**config.mk**
```make
export PLATFORM = sky130hd
export DESIGN_NAME = sar_ratio_quadratic_select
export DESIGN_NICKNAME = d
export VERILOG_FILES = /design/src/design/srqs_pkg.sv /design/src/design/sar_ratio_quadratic_select.sv
export SDC_FILE = /design/constraint.sdc
export NUM_CORES = 1
export LEC_CHECK = 0
export ABC_AREA = 1
export BUFFER_PORTS_ARGS = -buffer_cell sky130_fd_sc_hd__buf_2
export CORE_MARGIN = 4
export CORE_UTILIZATION = 45
export DETAILED_ROUTE_END_ITERATION = 6
export HOLD_SLACK_MARGIN = 0.1
export SETUP_SLACK_MARGIN = 0.2
export SLEW_MARGIN = 0
export SYNTH_ARGS = -nofsm -noshare
export SYNTH_HDL_FRONTEND = slang
export SYNTH_SLANG_ARGS = --single-unit
```
**constraint.sdc**
```tcl
create_clock -name i_clk -period 6.95 [get_ports i_clk]
set_input_delay 1.7375 -clock i_clk [delete_from_list [all_inputs] [get_ports i_clk]]
set_output_delay 1.7375 -clock i_clk [all_outputs]
set_load 0.05 [all_outputs]
```
**src/design/srqs_pkg.sv**
```systemverilog
// Package with payload types, register indexes, sequencer states and coefficient tables.
package srqs_pkg;

    typedef struct packed {
        logic       kind;
        logic [7:0] adc_sample;
        logic [7:0] load_ratio;
    } t_in_item;

    typedef struct packed {
        logic [8:0] ratio;
        logic       sample_valid;
        logic       recomputed;
    } t_out_item;

    typedef enum logic [2:0] {
        ST_IDLE,
        ST_CHECK,
        ST_MUL_DD,
        ST_MUL_C2,
        ST_MUL_C1,
        ST_DONE
    } t_state;

    localparam logic [2:0] REG_ADC_OFFSET      = 3'd0;
    localparam logic [2:0] REG_MARGIN_SELECT   = 3'd1;
    localparam logic [2:0] REG_RISE_HYSTERESIS = 3'd2;
    localparam logic [2:0] REG_VALID_LOW       = 3'd3;
    localparam logic [2:0] REG_VALID_HIGH      = 3'd4;

    localparam logic       KIND_MEASURE = 1'b0;
    localparam logic       KIND_LOAD    = 1'b1;

    localparam logic [7:0] CENTER_CODE  = 8'd115;
    localparam logic [8:0] RATIO_FLOOR  = 9'd64;
    localparam logic [8:0] RATIO_RESET  = 9'd72;

    localparam logic [22:0] COEF0 [4] = '{23'h536778, 23'h545DCE, 23'h5516E1, 23'h559E24};
    localparam logic [15:0] COEF1 [4] = '{16'hD5DB, 16'hD4AD, 16'hDC1D, 16'hDC93};
    localparam logic [8:0]  COEF2 [4] = '{9'h1E5, 9'h1E0, 9'h1F5, 9'h1F5};

endpackage

```
**src/design/sar_ratio_quadratic_select.sv**
```systemverilog
// Top level: converter ratio selection from a battery ADC sample with a shared multiplier.
//
// Requests enter on the input channel (i_in_valid, o_in_ready, i_in_data) and one result
// per request leaves on the output channel (o_out_valid, i_out_ready, o_out_data).
// A measurement request has the offset added, is checked against the validity window
// and, when the hysteresis rule calls for it, runs the quadratic through one shared
// 16 by 16 multiplier: d*d, c2*d*d and c1*d in states ST_MUL_DD, ST_MUL_C2 and
// ST_MUL_C1 in turn, accumulated in a 32-bit register. The result register is loaded
// in ST_DONE, reached through ST_CHECK and the multiply states for a recomputed
// measurement, through ST_CHECK alone for a measurement without recompute and
// straight from ST_IDLE for a load request.
// The block accepts one request at a time; o_in_ready is high only while the
// sequencer is idle. The result register lets a new request be taken while the last
// result still waits. If the receiver stalls, the finished request waits in its last
// step until the result register is free, and the state is updated only then.
// Configuration is written through the APB port; pready is always high.
// Synchronous active-low reset sets the ratio to 72, clears the sample history
// and loads the register reset values.
module sar_ratio_quadratic_select
    import srqs_pkg::*;
(
    input  logic             i_clk,
    input  logic             i_rst_n,
    input  logic             i_in_valid,
    output logic             o_in_ready,
    input  t_in_item         i_in_data,
    output logic             o_out_valid,
    input  logic             i_out_ready,
    output t_out_item        o_out_data,
    input  logic             psel,
    input  logic             penable,
    input  logic             pwrite,
    input  logic [4:0]       paddr,
    input  logic [31:0]      pwdata,
    output logic [31:0]      prdata,
    output logic             pready
);

    t_state      r_state, n_state;

    logic [7:0]  r_adc_offset;
    logic [1:0]  r_margin;
    logic [7:0]  r_hyst;
    logic [7:0]  r_valid_low;
    logic [7:0]  r_valid_high;

    logic [8:0]  r_ratio;
    logic [7:0]  r_last;

    t_in_item    r_item;
    logic [7:0]  r_s;
    logic [7:0]  r_d;
    logic        r_above;
    logic        r_valid;
    logic        r_recomp;
    logic [15:0] r_dd;
    logic [31:0] r_acc;

    logic        r_out_valid;
    t_out_item   r_out;

    logic        cfg_wr;
    logic [2:0]  cfg_idx;
    logic        in_acc;
    logic        out_free;
    logic        win_ok;
    logic        need_recomp;
    logic [8:0]  last_plus_hyst;
    logic [15:0] mul_a;
    logic [15:0] mul_b;
    logic [31:0] mul_p;
    logic [15:0] acc_hi;
    logic [8:0]  new_ratio;

    assign pready      = 1'b1;
    assign cfg_wr      = psel && penable && pwrite;
    assign cfg_idx     = paddr[4:2];
    assign in_acc      = i_in_valid && o_in_ready;
    assign out_free    = !r_out_valid || i_out_ready;
    assign o_out_valid = r_out_valid;
    assign o_out_data  = r_out;

    always_comb begin
        case (cfg_idx)
            REG_ADC_OFFSET:      prdata = {24'd0, r_adc_offset};
            REG_MARGIN_SELECT:   prdata = {30'd0, r_margin};
            REG_RISE_HYSTERESIS: prdata = {24'd0, r_hyst};
            REG_VALID_LOW:       prdata = {24'd0, r_valid_low};
            REG_VALID_HIGH:      prdata = {24'd0, r_valid_high};
            default:             prdata = 32'd0;
        endcase
    end

    always_ff @(posedge i_clk) begin
        if (!i_rst_n) begin
            r_adc_offset <= 8'd0;
            r_margin     <= 2'd0;
            r_hyst       <= 8'd1;
            r_valid_low  <= 8'd0;
            r_valid_high <= 8'd255;
        end else if (cfg_wr) begin
            case (cfg_idx)
                REG_ADC_OFFSET:      r_adc_offset <= pwdata[7:0];
                REG_MARGIN_SELECT:   r_margin     <= pwdata[1:0];
                REG_RISE_HYSTERESIS: r_hyst       <= pwdata[7:0];
                REG_VALID_LOW:       r_valid_low  <= pwdata[7:0];
                REG_VALID_HIGH:      r_valid_high <= pwdata[7:0];
                default: begin
                end
            endcase
        end
    end

    assign win_ok         = (r_s >= r_valid_low) && (r_s <= r_valid_high);
    assign last_plus_hyst = {1'b0, r_last} + {1'b0, r_hyst};
    assign need_recomp    = (r_last == 8'd0) || (r_s < r_last)
                            || ({1'b0, r_s} > last_plus_hyst);

    always_comb begin
        case (r_state)
            ST_MUL_DD: begin
                mul_a = {8'd0, r_d};
                mul_b = {8'd0, r_d};
            end
            ST_MUL_C2: begin
                mul_a = {7'd0, COEF2[r_margin]};
                mul_b = r_dd;
            end
            ST_MUL_C1: begin
                mul_a = COEF1[r_margin];
                mul_b = {8'd0, r_d};
            end
            default: begin
                mul_a = 16'd0;
                mul_b = 16'd0;
            end
        endcase
    end

    assign mul_p     = mul_a * mul_b;
    assign acc_hi    = r_acc[31:16];
    assign new_ratio = (acc_hi < {7'd0, RATIO_FLOOR}) ? RATIO_FLOOR : acc_hi[8:0];

    always_comb begin
        case (r_state)
            ST_IDLE: begin
                o_in_ready = 1'b1;
            end
            default: begin
                o_in_ready = 1'b0;
            end
        endcase
    end

    always_comb begin
        n_state = r_state;
        case (r_state)
            ST_IDLE: begin
                if (in_acc) begin
                    n_state = (i_in_data.kind == KIND_LOAD) ? ST_DONE : ST_CHECK;
                end
            end
            ST_CHECK: begin
                n_state = (win_ok && need_recomp) ? ST_MUL_DD : ST_DONE;
            end
            ST_MUL_DD: begin
                n_state = ST_MUL_C2;
            end
            ST_MUL_C2: begin
                n_state = ST_MUL_C1;
            end
            ST_MUL_C1: begin
                n_state = ST_DONE;
            end
            ST_DONE: begin
                if (out_free) begin
                    n_state = ST_IDLE;
                end
            end
            default: begin
                n_state = ST_IDLE;
            end
        endcase
    end

    always_ff @(posedge i_clk) begin
        if (!i_rst_n) begin
            r_state <= ST_IDLE;
        end else begin
            r_state <= n_state;
        end
    end

    always_ff @(posedge i_clk) begin
        case (r_state)
            ST_IDLE: begin
                if (in_acc) begin
                    r_item   <= i_in_data;
                    r_s      <= i_in_data.adc_sample + r_adc_offset;
                    r_valid  <= 1'b0;
                    r_recomp <= 1'b0;
                end
            end
            ST_CHECK: begin
                r_valid  <= win_ok;
                r_recomp <= win_ok && need_recomp;
                r_above  <= (r_s >= CENTER_CODE);
                r_d      <= (r_s >= CENTER_CODE) ? (r_s - CENTER_CODE) : (CENTER_CODE - r_s);
                r_acc    <= {9'd0, COEF0[r_margin]};
            end
            ST_MUL_DD: begin
                r_dd <= mul_p[15:0];
            end
            ST_MUL_C2: begin
                r_acc <= r_acc + mul_p;
            end
            ST_MUL_C1: begin
                r_acc <= r_above ? (r_acc - mul_p) : (r_acc + mul_p);
            end
            default: begin
            end
        endcase
    end

    always_ff @(posedge i_clk) begin
        if (!i_rst_n) begin
            r_ratio     <= RATIO_RESET;
            r_last      <= 8'd0;
            r_out_valid <= 1'b0;
        end else begin
            if (i_out_ready) begin
                r_out_valid <= 1'b0;
            end
            if (r_state == ST_DONE && out_free) begin
                r_out_valid <= 1'b1;
                if (r_item.kind == KIND_LOAD) begin
                    r_ratio <= {1'b0, r_item.load_ratio};
                    r_out   <= '{ratio: {1'b0, r_item.load_ratio},
                                 sample_valid: 1'b0, recomputed: 1'b0};
                end else if (r_recomp) begin
                    r_ratio <= new_ratio;
                    if (r_last == 8'd0 || new_ratio != r_ratio) begin
                        r_last <= r_s;
                    end
                    r_out <= '{ratio: new_ratio, sample_valid: 1'b1, recomputed: 1'b1};
                end else begin
                    r_out <= '{ratio: r_ratio, sample_valid: r_valid, recomputed: 1'b0};
                end
            end
        end
    end

endmodule

```
# ---- Yosys cells after proc, flatten, opt, wreduce, memory -nomap -nowiden
# Index checks and enable logic that the tools add are counted.
# Widths: inputs -> output; s select.
dict set report word_totals {
  wordCells 111
  regBits 142
}
dict set report classes {
  multipliers 1
  bitwise_logic 2
  n_mux 31
  add_sub_neg 6
  reduce_logical 30
  n_lt_le_gt_ge 7
  eq_ne 12
}
# cell count
set ops {}
lappend ops {{$pmux 32 s3} 1}
lappend ops {{$pmux 16 s3} 1}
lappend ops {{$bmux 23 s2} 1}
lappend ops {{$mux 23} 2}
lappend ops {{$mux 9} 5}
lappend ops {{$pmux 8 s5} 1}
lappend ops {{$add 32x32->32} 1}
lappend ops {{$bmux 16 s2} 1}
lappend ops {{$mul 16x16->32} 1}
lappend ops {{$mux 16} 2}
lappend ops {{$mux 32} 1}
lappend ops {{$pmux 16 s2} 1}
lappend ops {{$sub 32x32->32} 1}
lappend ops {{$reduce_and 2->1} 10}
lappend ops {{$bmux 9 s2} 1}
lappend ops {{$pmux 3 s6} 1}
lappend ops {{$lt 16x7->1 const B} 1}
lappend ops {{$eq 3x2->1 const B} 4}
lappend ops {{$mux 3} 4}
lappend ops {{$mux 11} 1}
lappend ops {{$mux 10} 1}
lappend ops {{$add 8x8->9} 1}
lappend ops {{$eq 3x3->1 const B} 3}
lappend ops {{$gt 8x9->1} 1}
lappend ops {{25 further kinds} 42}

# ---- Longest topological paths before layout
dict set report logic_depth {
  word_depth 9
  ltp_mapped 48
  mapped_depth_nobuf 47
}

# ---- Least setup slack after synthesis
# OpenSTA, ideal clock, no wires.
dict set report synth_path {
  kind {register -> register}
  startpoint {register r_state[2]}
  endpoint {register r_acc[29] (data pin)}
  synth_period_minus_slack_ns 7.535
  slack_ns -0.585
  setup_ns 0.253
  path_stages_with_launch 35
  arrival_time_ns 7.282
  required_time_ns 6.697
  cell_sequence {dfxtp_1 > nor3_4 > nor2_2 > o21a_1 > nor2_1 > inv_1 > fa_1 > fa_1 > inv_1 > fa_1 > inv_1 > fa_1 > fa_1 > fa_1 > inv_1 > ha_1 > nand2_1 > nor4_1 > nand4_1 > nand3_1 > a21o_1 > xor2_1 > ha_1 > inv_1 > nand2_1 > nand2_1 > a31o_2 > nand2_1 > nand2_1 > nor2_1 > nand2_1 > nand2_1 > nand3_1 > nand3_1 > nand2_1}
}
dict set report synth_via {
  elab_chain_len 7
}
# element line_no
set synth_lines {}
lappend synth_lines {{start: declaration} sar_ratio_quadratic_select.sv:39} ;# t_state r_state, n_state;
lappend synth_lines {{start signal: assignment} sar_ratio_quadratic_select.sv:190} ;# r_state <= n_state;
lappend synth_lines {{$eq 3x3->1 / $eq 3x2->1 (equally long branches)} {sar_ratio_quadratic_select.sv:120, sar_ratio_quadratic_select.sv:195}}
lappend synth_lines {{$reduce_or 2->1 (no source line)} -}
lappend synth_lines {{$pmux 16 s2} sar_ratio_quadratic_select.sv:120} ;# case (r_state)
lappend synth_lines {{$mul 16x16->32} sar_ratio_quadratic_select.sv:140} ;# assign mul_p = mul_a * mul_b;
lappend synth_lines {{$add 32x32->32 / $sub 32x32->32 (equally long branches)} {sar_ratio_quadratic_select.sv:215, sar_ratio_quadratic_select.sv:218}}
lappend synth_lines {{$mux 32} sar_ratio_quadratic_select.sv:218} ;# r_acc <= r_above ? (r_acc - mul_p) : (r_acc + mul_p);
lappend synth_lines {{$pmux 32 s3 (*)} sar_ratio_quadratic_select.sv:195} ;# case (r_state)
lappend synth_lines {{end signal: assignment} sar_ratio_quadratic_select.sv:209} ;# r_acc <= {9'd0, COEF0[r_margin]};
lappend synth_lines {{end signal: assignment} sar_ratio_quadratic_select.sv:215} ;# r_acc <= r_acc + mul_p;
lappend synth_lines {{end signal: assignment} sar_ratio_quadratic_select.sv:218}
lappend synth_lines {{end: declaration} sar_ratio_quadratic_select.sv:57} ;# logic [31:0] r_acc;
# Mark *: on every way between the ends. The rest lies on a longest branch, timed or not.
# A chain may end at the register's enable or synchronous reset.

# ---- Worst setup path in the final report
dict set report layout_path {
  startpoint {register r_state[2]}
  endpoint {register r_acc[24] (data pin)}
}
# The elaborated chain is that of the path after synthesis.

==> tab_implementation.tex <==
\begin{tabular}{lr}
\hline
Metric & Value \\
\hline
\multicolumn{2}{l}{\textbf{Timing}} \\
\quad Hold Worst Slack & 0.497 ns \\
\quad Fin. max-slew vios & 0 \\
\quad Post-Route Skew & 0.0265 ns \\
\quad Crit path time final & 7.75 ns \\
\quad Number of hold-slack violations in the final timing report & 0 \\
\quad Final TNS setup & -12.74 ns \\
\quad Transition at the pin with the smallest max-transition slack & 1.04 ns \\
\quad Maximum clock frequency & 129 MHz \\
\quad Unrepaired setup endpoints after global routing & true \\
\quad Final setup violating endpoints & 23 \\
\quad Post-route clock period utilization & 111\% \\
\quad Worst Setup Slack, final & -0.799 ns \\
\quad Max transition margin & 30.7\% \\
\multicolumn{2}{l}{\textbf{Route}} \\
\quad Final wirelength & 65.5 mm \\
\quad Vias per cell & 5.08 \\
\quad Via count & 19900 \\
\quad DR DRC count & 0 \\
\quad WL per Instance & 16.7 um \\
\quad Initial detailed-routing violation count & 1256 \\
\quad Number of nets still failing antenna checks after routing & 0 \\
\quad First-pass iteration count of the detailed router & 5 \\
\multicolumn{2}{l}{\textbf{Finish}} \\
\quad \# diodes & 0 \\
\quad Proportion of layout cells with a drive suffix above 1 & 29.4\% \\
\quad Non-Filler Cell Area, Final & 27900 um2 \\
\quad Filler cell count & 3907 \\
\quad Number of nets in the finished design & 3790 \\
\quad Synth-to-layout area growth & 37.1\% \\
\multicolumn{2}{l}{\textbf{Critical path}} \\
\quad Gate family responsible for the most delay along the worst path & adder cells \\
\quad Maximum fanout along the worst path & 7 \\
\quad Largest incremental delay on the critical path & 0.56 ns \\
\quad Worst path depth & 39 \\
\quad Number of cells on the worst reg-to-reg path & 39 \\
\quad CP Buf/Inv Count & 12 \\
\quad Category of the most critical setup path & flop to flop \\
\quad Kind of start point of the critical path & flop \\
\quad Cell with the largest stage delay on the worst path & fa\_1 \\
\quad Worst Path Arrival & 7.96 ns \\
\quad Crit. End Element & flop \\
\quad CP Data Required Time & 7.16 ns \\
\multicolumn{2}{l}{\textbf{Global route}} \\
\quad All-layer global routing usage & 26.8\% \\
\quad Initial antenna violation count & 0 \\
\quad Maximum number of pins on one net before global-route repair & 39 \\
\quad Remaining global-route overflow & 0 \\
\quad First-pass GRT wire length & 103 mm \\
\quad Vias in the first global route & 19900 \\
\multicolumn{2}{l}{\textbf{Worst hold path}} \\
\quad Worst min-delay path class & flop to flop \\
\quad Worst hold path stage count & 2 \\
\multicolumn{2}{l}{\textbf{Logic synthesis}} \\
\quad Most numerous cell types in the synthesized netlist & inv\_1, nand2\_1, ha\_1, nor2\_1 \\
\quad Synth area leaders & fa\_1, ha\_1, edfxtp\_1 \\
\quad FF+latch count, synth & 142 \\
\quad Portion of synthesized cell area occupied by the leading cell type & 16.3\% \\
\quad Number of enable-type register cells in the synthesized netlist & 87 \\
\quad Sequential area share after synthesis & 18.3\% \\
\quad Number of instances in the synthesized netlist & 2791 \\
\quad Async S/R FF share, synth & 0\% \\
\quad Top flip-flop cell by instance count after synthesis & edfxtp\_1 \\
\quad Count of unique library cells instantiated by Yosys & 66 \\
\quad Yosys Warn Count & 0 \\
\quad Top-count cell post-synth & inv\_1 \\
\quad Total standard cell area after synthesis & 20300 um2 \\
\quad Synthesized area per cell & 7.28 um2 \\
\quad Library cell with the largest summed area after synthesis & fa\_1 \\
\multicolumn{2}{l}{\textbf{Clocking}} \\
\quad Clock edge transition at the registers on the reported setup and hold paths & 0.07 ns \\
\quad \# clock sinks & 142 \\
\quad Root buf cell & clkbuf\_16 \\
\quad CTS tree & yes \\
\quad Maximum clock path buffer count & 2 \\
\quad H-tree depth & 4 \\
\quad TritonCTS buffer count & 17 \\
\quad Clock insertion delay at the later pin of the skew report & 0.46 ns \\
\multicolumn{2}{l}{\textbf{Floorplan}} \\
\quad Die Footprint & 48600 um2 \\
\quad Chip width & 221 um \\
\quad Initial standard-cell utilization of the core & 45.8\% \\
\quad Floorplan row count & 77 \\
\quad Die Ht & 221 um \\
\quad Core area & 44400 um2 \\
\quad I/O pin cnt & 107 \\
\multicolumn{2}{l}{\textbf{Place}} \\
\quad Instance area after placement & 24400 um2 \\
\quad Pre-CTS setup slack & -1.22 ns \\
\quad Hpwl dp & 52.4 mm \\
\quad Last weighted congestion value of the routability-driven placer & 0.979 \\
\quad Number of port buffers & 55 \\
\multicolumn{2}{l}{\textbf{Outcome}} \\
\quad Violations in the final reports & setup timing \\
\quad Status & finished with violations \\
\multicolumn{2}{l}{\textbf{Run}} \\
\quad Max-capacitance violation count & 0 \\
\hline
\end{tabular}
[what timing repair did]
action | in CTS | in global routing
resized for setup | 283 | 262
hold buffers | 0 | 0
setup endpoints to repair | 24 | 26
buffers inserted | 35 | 37
pin swaps | 97 | 122
[metal layers]
layer / wire length (um) / vias up / global-route usage, %
met4: 1880 / 0 / 7.78
met5: 0 / - / 0
met1: 28700 / 9529 / 35.8
met2: 31700 / 544 / 46.2
li1: - / 9731 / -
met3: 3230 / 95 / 2.86
[final cells by class]
class	count	area [um2]	area share, %
flip-flops and latches	142	3720	13.4
repair buffers	497	3970	14.3
well taps	592	741	2.66
multi-input cells	2020	16400	58.9
clock inverters	15	179	0.642
clock buffers	17	425	1.53
inverters	634	2410	8.66
[logic make-up (layout without fill, tap and decap cells)]
family,count (synthesis),count (layout),share of synthesized area [%]
flip-flops,142,142,18.3
AO/OA/AOI/OAI,391,391,11.4
AND/OR/NAND/NOR,1068,1068,21.9
adder cells (fa/ha/maj),417,417,31.8
other,2,82,0.0370
buffers and inverters,709,1163,13.8
XOR/XNOR,62,62,2.71
[sequential cells by signal, summed over array words and instances, names as in the netlist]
register / cells
r_valid_low: 8
r_state: 3
o_out_valid: 1
r_item: 9
o_out_data: 11
r_valid_high: 8
r_dd: 16
r_d: 8
r_valid: 1
r_adc_offset: 8
r_acc: 32
r_last: 8
r_hyst: 8
r_recomp: 1
r_ratio: 9
r_above: 1
r_margin: 2
r_s: 8
[path summary, 6_finish.rpt]
| kind | startpoint | to | slack [ns] |
|---|---|---|---|
| max | r_state[2]$_SDFFE_PN0P_ | r_acc[24]$_DFFE_PP_ | -0.80 |
| min | r_ratio[8]$_SDFFE_PN0P_ | r_ratio[8]$_SDFFE_PN0P_ | 0.50 |
| max reg2reg | r_state[2]$_SDFFE_PN0P_ | r_acc[24]$_DFFE_PP_ | -0.80 |
| min reg2reg | r_ratio[8]$_SDFFE_PN0P_ | r_ratio[8]$_SDFFE_PN0P_ | 0.50 |
[through the flow]
stage / util (%) / cells
detailed placement: 54.8 / 3813
global placement: 54.8 / 3813
global route: 62.7 / 3917
floorplan: - / 2871
finish: 62.7 / 3917
CTS: 59.8 / 3880
[worst min-delay path, stage by stage (launching register included)]
cell and delay, ns:
dfxtp_1 0.33, nand2_1 0.07, a21oi_1 0.05
[layout by cell type (no fill, tap or decap), types with 36 or more instances in the layout]
cell        n
inv_1     561
nand2_1   530
buf_4     376
ha_1      210
nor2_1    164
fa_1      155
nand3_1   127
a21oi_1   114
edfxtp_1   87
conb_1     82
o21ai_0    78
nand2_2    63
inv_2      57
buf_2      55
dfxtp_1    52
buf_6      50
ha_4       37
xor2_1     36
Power is left out: the tool's default activity adds up to more than one toggle a clock period on the data nets, which glitch-free logic cannot reach.
